### config.mk
export PLATFORM = sky130hd
export DESIGN_NAME = count_sorted_rank_update_flat
export DESIGN_NICKNAME = d
export VERILOG_FILES = /design/src/hdl/csru_pkg.sv /design/src/hdl/csru_chan_if.sv /design/src/hdl/csru_ram.sv /design/src/hdl/count_sorted_rank_update.sv /design/src/flat_wrapper.sv
export SDC_FILE = /design/constraint.sdc
export NUM_CORES = 2
export LEC_CHECK = 0
export BUFFER_PORTS_ARGS = -buffer_cell sky130_fd_sc_hd__buf_4
export CELL_PAD_IN_SITES_DETAIL_PLACEMENT = 0
export CELL_PAD_IN_SITES_GLOBAL_PLACEMENT = 2
export CORE_UTILIZATION = 40
export CTS_CLUSTER_DIAMETER = 200
export CTS_CLUSTER_SIZE = 8
export DETAILED_ROUTE_END_ITERATION = 6
export GPL_ROUTABILITY_DRIVEN = 0
export PLACE_DENSITY_LB_ADDON = 0.12
export SETUP_SLACK_MARGIN = 0.3
export SLEW_MARGIN = 10
export SYNTH_ARGS = -nofsm -noshare
export SYNTH_HDL_FRONTEND = slang
export SYNTH_SLANG_ARGS = --single-unit
export TNS_END_PERCENT = 100
### constraint.sdc
create_clock -name clk -period 6 [get_ports clk]
set_input_delay 0 -clock clk [delete_from_list [all_inputs] [get_ports clk]]
set_output_delay 0 -clock clk [all_outputs]
set_load 0.005 [all_outputs]
### src/hdl/csru_pkg.sv
// ----------------------------------------------------------------------------
// csru_pkg: shared types for the count-sorted rank update block
// Item layouts for the command and result channels and the fixed field widths.
// ----------------------------------------------------------------------------
package csru_pkg;

    localparam int ENTRY_W     = 6;
    localparam int TOP_COUNT_W = 16;

    typedef struct packed {
        logic               inc_enable;
        logic [ENTRY_W-1:0] inc_entry;
        logic               dec_enable;
        logic [ENTRY_W-1:0] dec_entry;
    } cmd_item_t;

    typedef struct packed {
        logic [ENTRY_W-1:0]     inc_rank;
        logic [ENTRY_W-1:0]     dec_rank;
        logic [ENTRY_W-1:0]     top_entry;
        logic [TOP_COUNT_W-1:0] top_count;
        logic                   saturated;
    } res_item_t;

endpackage

### src/hdl/csru_chan_if.sv
// ----------------------------------------------------------------------------
// csru_chan_if: valid/ready channel
// Carries one item per handshake; the payload type is set per instance.
// ----------------------------------------------------------------------------
interface csru_chan_if #(
    parameter type payload_t = logic
);

    logic     valid;
    logic     ready;
    payload_t data;

    modport source (output valid, output data, input ready);
    modport sink   (input valid, input data, output ready);

endinterface

### src/hdl/csru_ram.sv
// ----------------------------------------------------------------------------
// csru_ram: simple dual-port RAM
// One write port and one read port; read data is registered.
// ----------------------------------------------------------------------------
module csru_ram #(
    parameter int WIDTH = 8,
    parameter int DEPTH = 64
) (
    input  logic                     clk,
    input  logic                     we,
    input  logic [$clog2(DEPTH)-1:0] waddr,
    input  logic [WIDTH-1:0]         wdata,
    input  logic [$clog2(DEPTH)-1:0] raddr,
    output logic [WIDTH-1:0]         rdata
);

    logic [WIDTH-1:0] mem_reg [DEPTH];
    logic [WIDTH-1:0] rdata_reg;

    always_ff @(posedge clk)
    begin
        if (we)
        begin
            mem_reg[waddr] <= wdata;
        end
        rdata_reg <= mem_reg[raddr];
    end

    assign rdata = rdata_reg;

endmodule

### src/hdl/count_sorted_rank_update.sv
// Throughput: one item at a time; each compare step reads the order memory (rank to
// entry), then the count via the single read port of the count/rank memory.
// Reset: rst_n clears control at once, then a clearing pass over every entry
// zeroes every count and loads the identity order before the first item is taken.
// ----------------------------------------------------------------------------
// count_sorted_rank_update: frequency-sorted index with incremental update
// Keeps per-entry counts, a rank order sorted by count (largest first) and the
// entry-to-rank map; each item bumps counts and bubbles the entries into place.
// ----------------------------------------------------------------------------
module count_sorted_rank_update #(
    parameter int NUM_ENTRIES = 64,
    parameter int COUNT_BITS  = 16
) (
    input  logic        clk,
    input  logic        rst_n,
    csru_chan_if.sink   cmd,
    csru_chan_if.source res
);

    localparam int IDX_W   = $clog2(NUM_ENTRIES);
    localparam int A_W     = COUNT_BITS + IDX_W;
    localparam int ENTRY_W = csru_pkg::ENTRY_W;
    localparam int TOP_W   = csru_pkg::TOP_COUNT_W;

    localparam logic [IDX_W-1:0]      LAST_RANK = IDX_W'(NUM_ENTRIES - 1);
    localparam logic [COUNT_BITS-1:0] COUNT_MAX = '1;

    localparam logic [3:0] S_CLEAR  = 4'd0;
    localparam logic [3:0] S_IDLE   = 4'd1;
    localparam logic [3:0] S_INC_RD = 4'd2;
    localparam logic [3:0] S_INC_WR = 4'd3;
    localparam logic [3:0] S_DEC_RD = 4'd4;
    localparam logic [3:0] S_DEC_WR = 4'd5;
    localparam logic [3:0] S_P_RD   = 4'd6;
    localparam logic [3:0] S_P_GO   = 4'd7;
    localparam logic [3:0] S_P_NB   = 4'd8;
    localparam logic [3:0] S_P_CMP  = 4'd9;
    localparam logic [3:0] S_P_END  = 4'd10;
    localparam logic [3:0] S_OUT_A  = 4'd11;
    localparam logic [3:0] S_OUT_B  = 4'd12;
    localparam logic [3:0] S_OUT_C  = 4'd13;
    localparam logic [3:0] S_OUT_D  = 4'd14;

    // control
    logic [3:0]       state_reg, state_next;
    logic [IDX_W-1:0] clr_reg, clr_next;
    logic             do_inc_reg, do_inc_next;
    logic             do_dec_reg, do_dec_next;
    logic             inc_ok_reg, inc_ok_next;
    logic             dec_ok_reg, dec_ok_next;
    logic             pass_up_reg, pass_up_next;
    logic             sat_reg, sat_next;
    logic             res_valid_reg, res_valid_next;

    // payload
    logic [IDX_W-1:0]      inc_addr_reg, inc_addr_next;
    logic [IDX_W-1:0]      dec_addr_reg, dec_addr_next;
    logic [COUNT_BITS-1:0] cur_reg, cur_next;
    logic [IDX_W-1:0]      r_reg, r_next;
    logic [IDX_W-1:0]      nb_reg, nb_next;
    logic [IDX_W-1:0]      inc_rank_reg, inc_rank_next;
    logic [IDX_W-1:0]      dec_rank_reg, dec_rank_next;
    logic [IDX_W-1:0]      top_reg, top_next;
    csru_pkg::res_item_t   res_data_reg, res_data_next;

    // count/rank memory (by entry) and entry memory (by rank)
    logic                  a_we;
    logic [IDX_W-1:0]      a_waddr, a_raddr;
    logic [A_W-1:0]        a_wdata, a_rdata;
    logic                  b_we;
    logic [IDX_W-1:0]      b_waddr, b_raddr, b_wdata, b_rdata;
    logic [COUNT_BITS-1:0] a_cnt;
    logic [IDX_W-1:0]      a_rank;

    logic             in_inc_ok, in_dec_ok, in_do_inc, in_do_dec;
    logic [IDX_W-1:0] pass_addr;
    logic [IDX_W-1:0] go_nbr, cur_nbr, next_nbr;
    logic             go_edge, cur_edge, move;

    csru_ram #(
        .WIDTH (A_W),
        .DEPTH (NUM_ENTRIES)
    ) u_count_ram (
        .clk   (clk),
        .we    (a_we),
        .waddr (a_waddr),
        .wdata (a_wdata),
        .raddr (a_raddr),
        .rdata (a_rdata)
    );

    csru_ram #(
        .WIDTH (IDX_W),
        .DEPTH (NUM_ENTRIES)
    ) u_order_ram (
        .clk   (clk),
        .we    (b_we),
        .waddr (b_waddr),
        .wdata (b_wdata),
        .raddr (b_raddr),
        .rdata (b_rdata)
    );

    assign a_cnt  = a_rdata[A_W-1 -: COUNT_BITS];
    assign a_rank = a_rdata[IDX_W-1:0];

    assign cmd.ready = (state_reg == S_IDLE);
    assign res.valid = res_valid_reg;
    assign res.data  = res_data_reg;

    assign in_inc_ok = (32'(cmd.data.inc_entry) < NUM_ENTRIES);
    assign in_dec_ok = (32'(cmd.data.dec_entry) < NUM_ENTRIES);
    assign in_do_inc = cmd.data.inc_enable && in_inc_ok;
    assign in_do_dec = cmd.data.dec_enable && in_dec_ok;

    assign pass_addr = pass_up_reg ? inc_addr_reg : dec_addr_reg;
    assign go_nbr    = pass_up_reg ? a_rank - 1'b1 : a_rank + 1'b1;
    assign cur_nbr   = pass_up_reg ? r_reg - 1'b1 : r_reg + 1'b1;
    assign next_nbr  = pass_up_reg ? cur_nbr - 1'b1 : cur_nbr + 1'b1;
    assign go_edge   = pass_up_reg ? (a_rank == '0) : (a_rank == LAST_RANK);
    assign cur_edge  = pass_up_reg ? (cur_nbr == '0) : (cur_nbr == LAST_RANK);
    assign move      = pass_up_reg ? (cur_reg > a_cnt) : (cur_reg < a_cnt);

    always_comb
    begin
        state_next     = state_reg;
        clr_next       = clr_reg;
        do_inc_next    = do_inc_reg;
        do_dec_next    = do_dec_reg;
        inc_ok_next    = inc_ok_reg;
        dec_ok_next    = dec_ok_reg;
        pass_up_next   = pass_up_reg;
        sat_next       = sat_reg;
        res_valid_next = res_valid_reg && !res.ready;
        inc_addr_next  = inc_addr_reg;
        dec_addr_next  = dec_addr_reg;
        cur_next       = cur_reg;
        r_next         = r_reg;
        nb_next        = nb_reg;
        inc_rank_next  = inc_rank_reg;
        dec_rank_next  = dec_rank_reg;
        top_next       = top_reg;
        res_data_next  = res_data_reg;

        a_we    = 1'b0;
        a_waddr = pass_addr;
        a_wdata = {cur_reg, r_reg};
        a_raddr = inc_addr_reg;
        b_we    = 1'b0;
        b_waddr = r_reg;
        b_wdata = pass_addr;
        b_raddr = cur_nbr;

        case (state_reg)
            S_CLEAR:
            begin
                a_we    = 1'b1;
                a_waddr = clr_reg;
                a_wdata = {{COUNT_BITS{1'b0}}, clr_reg};
                b_we    = 1'b1;
                b_waddr = clr_reg;
                b_wdata = clr_reg;
                if (clr_reg == LAST_RANK)
                begin
                    state_next = S_IDLE;
                end
                else
                begin
                    clr_next = clr_reg + 1'b1;
                end
            end

            S_IDLE:
            begin
                if (cmd.valid)
                begin
                    inc_addr_next = IDX_W'(cmd.data.inc_entry);
                    dec_addr_next = IDX_W'(cmd.data.dec_entry);
                    inc_ok_next   = in_inc_ok;
                    dec_ok_next   = in_dec_ok;
                    do_inc_next   = in_do_inc;
                    do_dec_next   = in_do_dec;
                    pass_up_next  = in_do_inc;
                    sat_next      = 1'b0;
                    if (in_do_inc)
                    begin
                        state_next = S_INC_RD;
                    end
                    else if (in_do_dec)
                    begin
                        state_next = S_DEC_RD;
                    end
                    else
                    begin
                        state_next = S_OUT_A;
                    end
                end
            end

            S_INC_RD:
            begin
                a_raddr    = inc_addr_reg;
                state_next = S_INC_WR;
            end

            S_INC_WR:
            begin
                a_waddr = inc_addr_reg;
                a_wdata = {a_cnt + 1'b1, a_rank};
                if (a_cnt == COUNT_MAX)
                begin
                    sat_next = 1'b1;
                end
                else
                begin
                    a_we = 1'b1;
                end
                state_next = do_dec_reg ? S_DEC_RD : S_P_RD;
            end

            S_DEC_RD:
            begin
                a_raddr    = dec_addr_reg;
                state_next = S_DEC_WR;
            end

            S_DEC_WR:
            begin
                a_waddr = dec_addr_reg;
                a_wdata = {a_cnt - 1'b1, a_rank};
                if (a_cnt == '0)
                begin
                    sat_next = 1'b1;
                end
                else
                begin
                    a_we = 1'b1;
                end
                state_next = S_P_RD;
            end

            // fetch the moving entry's count and rank
            S_P_RD:
            begin
                a_raddr    = pass_addr;
                state_next = S_P_GO;
            end

            S_P_GO:
            begin
                cur_next = a_cnt;
                r_next   = a_rank;
                b_raddr  = go_nbr;
                if (go_edge)
                begin
                    if (pass_up_reg && do_dec_reg)
                    begin
                        pass_up_next = 1'b0;
                        state_next   = S_P_RD;
                    end
                    else
                    begin
                        state_next = S_OUT_A;
                    end
                end
                else
                begin
                    state_next = S_P_NB;
                end
            end

            // neighbor entry is back; fetch its count
            S_P_NB:
            begin
                nb_next    = b_rdata;
                a_raddr    = b_rdata;
                state_next = S_P_CMP;
            end

            S_P_CMP:
            begin
                b_we = 1'b1;
                a_we = 1'b1;
                if (move)
                begin
                    // neighbor takes our old rank; our own entry is written at the end
                    b_waddr = r_reg;
                    b_wdata = nb_reg;
                    a_waddr = nb_reg;
                    a_wdata = {a_cnt, r_reg};
                    r_next  = cur_nbr;
                    b_raddr = next_nbr;
                    state_next = cur_edge ? S_P_END : S_P_NB;
                end
                else if (pass_up_reg && do_dec_reg)
                begin
                    pass_up_next = 1'b0;
                    state_next   = S_P_RD;
                end
                else
                begin
                    state_next = S_OUT_A;
                end
            end

            S_P_END:
            begin
                b_we = 1'b1;
                a_we = 1'b1;
                if (pass_up_reg && do_dec_reg)
                begin
                    pass_up_next = 1'b0;
                    state_next   = S_P_RD;
                end
                else
                begin
                    state_next = S_OUT_A;
                end
            end

            S_OUT_A:
            begin
                a_raddr    = inc_addr_reg;
                b_raddr    = '0;
                state_next = S_OUT_B;
            end

            S_OUT_B:
            begin
                inc_rank_next = a_rank;
                top_next      = b_rdata;
                a_raddr       = dec_addr_reg;
                state_next    = S_OUT_C;
            end

            S_OUT_C:
            begin
                dec_rank_next = a_rank;
                a_raddr       = top_reg;
                state_next    = S_OUT_D;
            end

            // hold the top-count read until the result register is free
            S_OUT_D:
            begin
                a_raddr = top_reg;
                if (!res_valid_reg || res.ready)
                begin
                    res_data_next.inc_rank  = inc_ok_reg ? ENTRY_W'(inc_rank_reg) : '0;
                    res_data_next.dec_rank  = dec_ok_reg ? ENTRY_W'(dec_rank_reg) : '0;
                    res_data_next.top_entry = ENTRY_W'(top_reg);
                    res_data_next.top_count = TOP_W'(a_cnt);
                    res_data_next.saturated = sat_reg;
                    res_valid_next          = 1'b1;
                    state_next              = S_IDLE;
                end
            end

            default:
            begin
                state_next = S_IDLE;
            end
        endcase
    end

    always_ff @(posedge clk or negedge rst_n)
    begin
        if (!rst_n)
        begin
            state_reg     <= S_CLEAR;
            clr_reg       <= '0;
            do_inc_reg    <= 1'b0;
            do_dec_reg    <= 1'b0;
            inc_ok_reg    <= 1'b0;
            dec_ok_reg    <= 1'b0;
            pass_up_reg   <= 1'b0;
            sat_reg       <= 1'b0;
            res_valid_reg <= 1'b0;
        end
        else
        begin
            state_reg     <= state_next;
            clr_reg       <= clr_next;
            do_inc_reg    <= do_inc_next;
            do_dec_reg    <= do_dec_next;
            inc_ok_reg    <= inc_ok_next;
            dec_ok_reg    <= dec_ok_next;
            pass_up_reg   <= pass_up_next;
            sat_reg       <= sat_next;
            res_valid_reg <= res_valid_next;
        end
    end

    always_ff @(posedge clk)
    begin
        inc_addr_reg <= inc_addr_next;
        dec_addr_reg <= dec_addr_next;
        cur_reg      <= cur_next;
        r_reg        <= r_next;
        nb_reg       <= nb_next;
        inc_rank_reg <= inc_rank_next;
        dec_rank_reg <= dec_rank_next;
        top_reg      <= top_next;
        res_data_reg <= res_data_next;
    end

`ifndef NO_ASSERTIONS
    a_cmp_not_at_edge: assert property (@(posedge clk) disable iff (!rst_n)
        (state_reg == S_P_CMP) |-> (pass_up_reg ? (r_reg != '0) : (r_reg != LAST_RANK)))
        else $error("compare step started from a boundary rank");

    a_sat_needs_op: assert property (@(posedge clk) disable iff (!rst_n)
        sat_reg |-> (do_inc_reg || do_dec_reg))
        else $error("saturation flagged with no operation enabled");

    a_result_source: assert property (@(posedge clk) disable iff (!rst_n)
        $rose(res_valid_reg) |-> ($past(state_reg) == S_OUT_D))
        else $error("result loaded outside the read-out step");

    a_idle_no_write: assert property (@(posedge clk) disable iff (!rst_n)
        (state_reg == S_IDLE) |-> (!a_we && !b_we))
        else $error("memory written while waiting for an item");

    a_order_no_collide: assert property (@(posedge clk) disable iff (!rst_n)
        (state_reg == S_P_CMP && move && !cur_edge) |-> (b_waddr != b_raddr))
        else $error("order memory read and written at the same rank");
`endif

endmodule

### src/flat_wrapper.sv
// flat-port wrapper written by rule: the top's interface ports become plain ports
module count_sorted_rank_update_flat 
#(
    parameter int NUM_ENTRIES = 64,
    parameter int COUNT_BITS  = 16
)
  (clk, rst_n, cmd_valid, cmd_data, cmd_ready, res_valid, res_data, res_ready);
  csru_chan_if #(.payload_t(csru_pkg::cmd_item_t)) cmd_i ();
  csru_chan_if #(.payload_t(csru_pkg::res_item_t)) res_i ();
  input  logic clk;
  input  logic rst_n;
  input wire logic [$bits(cmd_i.valid)-1:0] cmd_valid;
  input wire logic [$bits(cmd_i.data)-1:0] cmd_data;
  output wire logic [$bits(cmd_i.ready)-1:0] cmd_ready;
  output wire logic [$bits(res_i.valid)-1:0] res_valid;
  output wire logic [$bits(res_i.data)-1:0] res_data;
  input wire logic [$bits(res_i.ready)-1:0] res_ready;
  assign cmd_i.valid = cmd_valid;
  assign cmd_i.data = cmd_data;
  assign cmd_ready = cmd_i.ready;
  assign res_valid = res_i.valid;
  assign res_data = res_i.data;
  assign res_i.ready = res_ready;
  count_sorted_rank_update #(.NUM_ENTRIES(NUM_ENTRIES), .COUNT_BITS(COUNT_BITS)) u_core (.clk(clk), .rst_n(rst_n), .cmd(cmd_i), .res(res_i));
endmodule
==> summary.md <==
| Metric | Value |
|---|---|
| Status | `complete, no violations` |
| Max Slew Vio Count | `0` |
| Num CTS Buffers | `290` |
| Setup violations, final | `0` |
| Hold Crit Endpoint | `u_core.inc_ok_reg` |
| Largest net degree at the start of global routing | `121` |
| Slew @ Worst Pin | `1.22 ns` |
| Max Freq | `184 MHz` |
| Post-Syn Area | `78900 µm²` |
| R2R Path End | `u_core.u_order_ram.rdata[3]` |
| Hold Fails Final Rpt | `0` |
| Mapped Cells | `6003` |
| Rel. slew slack | `18.8%` |
| R2r startpoint | `u_core.pass_up_reg` |
| Worst r2r path cells | `16` |
| Row count | `162` |
| Cell taking the most area after synthesis | `edfxtp_1` |
| Worst Path Arrival | `6.26 ns` |
| Worst reg2reg setup slack | `0.56 ns` |
| DIE HEIGHT | `446 µm` |
| HP Class | `primary input to flop` |
| Largest register FFs | `1408` |
| Synth area leaders | `edfxtp_1 72%, nand2_1 8.0%, and3_1 2.1%` |
| Post-synth top area share | `71.7%` |
| Initial antenna violation count | `14` |
| Initial core utilization | `40.4%` |
| Hold path startpoint | `cmd_valid` |
| Max Clock Skew | `0.0470 ns` |
| Via count | `50900` |
| Via density per instance | `5.67` |
| Post-synthesis sequential area ratio | `72.9%` |
| CTS tree | `yes` |
| Die W | `446 µm` |
| Mean Syn Cell Area | `13.1 µm²` |
| Final-stage net count | `6343` |
| Global-route wire length before repair | `358000 µm` |
| Die ar. | `199000 µm²` |
| Cell variety after synth | `77` |
| WL final | `250000 µm` |
| Area delta synth->final | `17.2%` |
| DR iter-0 viols | `5082` |
| Placed inst area | `84400 µm²` |
| Max cap viols | `0` |
| Met2 global-route usage | `38.9%` |
| RSZ-0062 raised after global routing | `false` |
| Flops & latches, synth | `1928` |
| Setup crit start kind | `flop` |
| CP Data Required Time | `6.82 ns` |
| Yosys warns | `0` |
| Dpl hpwl | `154000 µm` |
| Synth Flop Type | `edfxtp_1` |
| Final setup TNS | `0 ns` |
| CTS Buffer Depth | `4` |
| CTS root buf | `clkbuf_16` |
| Total GRT Usage | `24.9%` |
| Number of synthesized flops with an enable pin | `1885` |
| Num ports | `55` |
| PortBufs | `54` |
| Core Area | `195000 µm²` |
| CP Class | `flop to flop` |
| GR Util met3 | `3.43%` |
| CP max FO | `12` |
| Met1 usage | `36.0%` |
| Fin area | `92500 µm²` |
| Period Utilization, post-route | `90.6%` |
| Overall overflow remaining after global route | `0` |
| Asr flop ratio synth | `0.778%` |
| GR peak layer | `met2` |
| CTS clk-pin slew, worst paths | `0.05 ns` |
| Antenna Nets Post-Route | `0` |
| Drt wl/cell | `27.9 µm` |
| H-Tree Depth | `5` |
| CP Capture Type | `flop` |
| Min cycle time layout | `5.44 ns` |
| Syn nets | `6069` |
| Worst skew pair latency | `0.92 ns` |
| Layout cells sized above 1 | `12.2%` |
| Worst hold path cell count | `4` |
| DRC | `0` |
| First drt pass iteration count | `6` |
| Number of global-route vias before repair | `49400` |
| CTS Sinks | `1928` |
[Yosys cell counts, drive strengths merged, types with 10 or more instances]
master and n:
mux2i 97, and3 271, a32o 20, nand2b 16, nand4 30, nor3 22, a21oi 138, a2111oi 23
or2 10, a311oi 183, a211oi 160, mux2 11, nand3 287, o21ai 46, xnor2 19, a21o 11
edfxtp 1885, clkbuf 247, nand2 1684, nor2b 16, nor2 168, dfxtp 28, o221ai 12, buf 144
dfrtp 15, a32oi 27, a31oi 184, and2 22, a22oi 20, inv 39, ha 45
[cells in the final DEF (no fill, tap or decap), drive strengths merged, types with 22 or more instances in the layout]
cell type,instances
and2,22
clkbuf,354
dlygate4sd3,36
a2111oi,23
o21ai,46
nor3,22
nor2,168
nand2,1684
a311oi,183
and3,271
dfxtp,28
mux2i,97
a21oi,138
buf,337
a32oi,27
nand3,287
a31oi,184
inv,41
a211oi,160
nand4,30
edfxtp,1885
ha,45
[final cells by class]
class                      instances  area, µm²
clock inverter                     3       33.8
antenna                            5       12.5
fill                           17400     103000
clock buffer                     354       7670
sequential                      1928      57500
tap                             2624       3280
multi-input combinational       3645      20100
timing repair buffer             373       3680
inverter                          39        146
[worst max-delay path by stage]
| stage | startpoint | endpoint | slack, ns | depth (start not counted) |
|---|---|---|---|---|
| after floorplan | u_core.state_reg[0] | u_core.u_count_ram.mem_reg[0][14] | 0.32 | 12 |
| after global placement | u_core.pass_up_reg | u_core.u_order_ram.rdata[3] | 0.47 | 15 |
| after detailed placement | u_core.pass_up_reg | u_core.u_order_ram.rdata[3] | 0.78 | 15 |
| after CTS | u_core.pass_up_reg | u_core.u_order_ram.rdata[3] | 0.76 | 16 |
| after global routing | u_core.pass_up_reg | u_core.u_order_ram.rdata[3] | 0.46 | 15 |
| final | u_core.pass_up_reg | u_core.u_order_ram.rdata[3] | 0.56 | 16 |
[metal layers]
| layer | vias to the layer above | wire length [µm] | part of all wire (%) |
|---|---|---|---|
| met5 | - | 17 | 0.0068 |
| met4 | 2 | 7060 | 2.8 |
| met3 | 374 | 14100 | 5.6 |
| met2 | 1667 | 116000 | 46 |
| met1 | 25800 | 113000 | 45 |
| li1 | 23000 | - | - |
[kinds of logic (layout without fill, tap and decap cells)]
family,after synthesis,after routing,synth area share (%)
compound gates,910,910,8.40
xor+xnor,28,28,0.311
fa+ha+maj,49,49,0.802
buf+inv,430,769,2.29
flops,1928,1928,72.9
mux,109,109,1.42
other cells,0,5,0
simple gates,2549,2549,13.9
[stage by stage]
stage          setup WS (ns)  utilization (%)  hold slack (ns)  instances
6_report               0.565             47.3           0.0690       8971
3_5_place_dp           0.782             43.2           -0.113       8573
2_1_floorplan          0.323                -           -0.296       6003
3_3_place_gp           0.475             43.2           -0.116       8573
5_1_grt                0.459             47.3           0.0699       8967
4_1_cts                0.764             47.3           0.0131       8966
[critical path, stage by stage, from the launching register on]
cell and delay [ns]:
dfrtp_1 0.57, fa_1 0.50, xnor2_1 0.18, buf_4 0.17
inv_1 0.08, ha_1 0.30, nor2_1 0.04, a21oi_1 0.21
a31oi_1 0.16, or2_2 0.29, mux2i_1 0.45, mux2i_1 0.18
a21oi_1 0.38, nand2_1 0.32, a2111oi_1 1.12, a41oi_1 0.24
nand4_1 0.19
[repair_timing]
item / CTS / global route
hold buffers: 36 / 0
resized for setup: 0 / 0
hold endpoints to repair: 83 / 0
setup buffers: 0 / 0
Power is left out: the tool's default activity adds up to more than one toggle a clock period on the data nets, which glitch-free logic cannot reach.
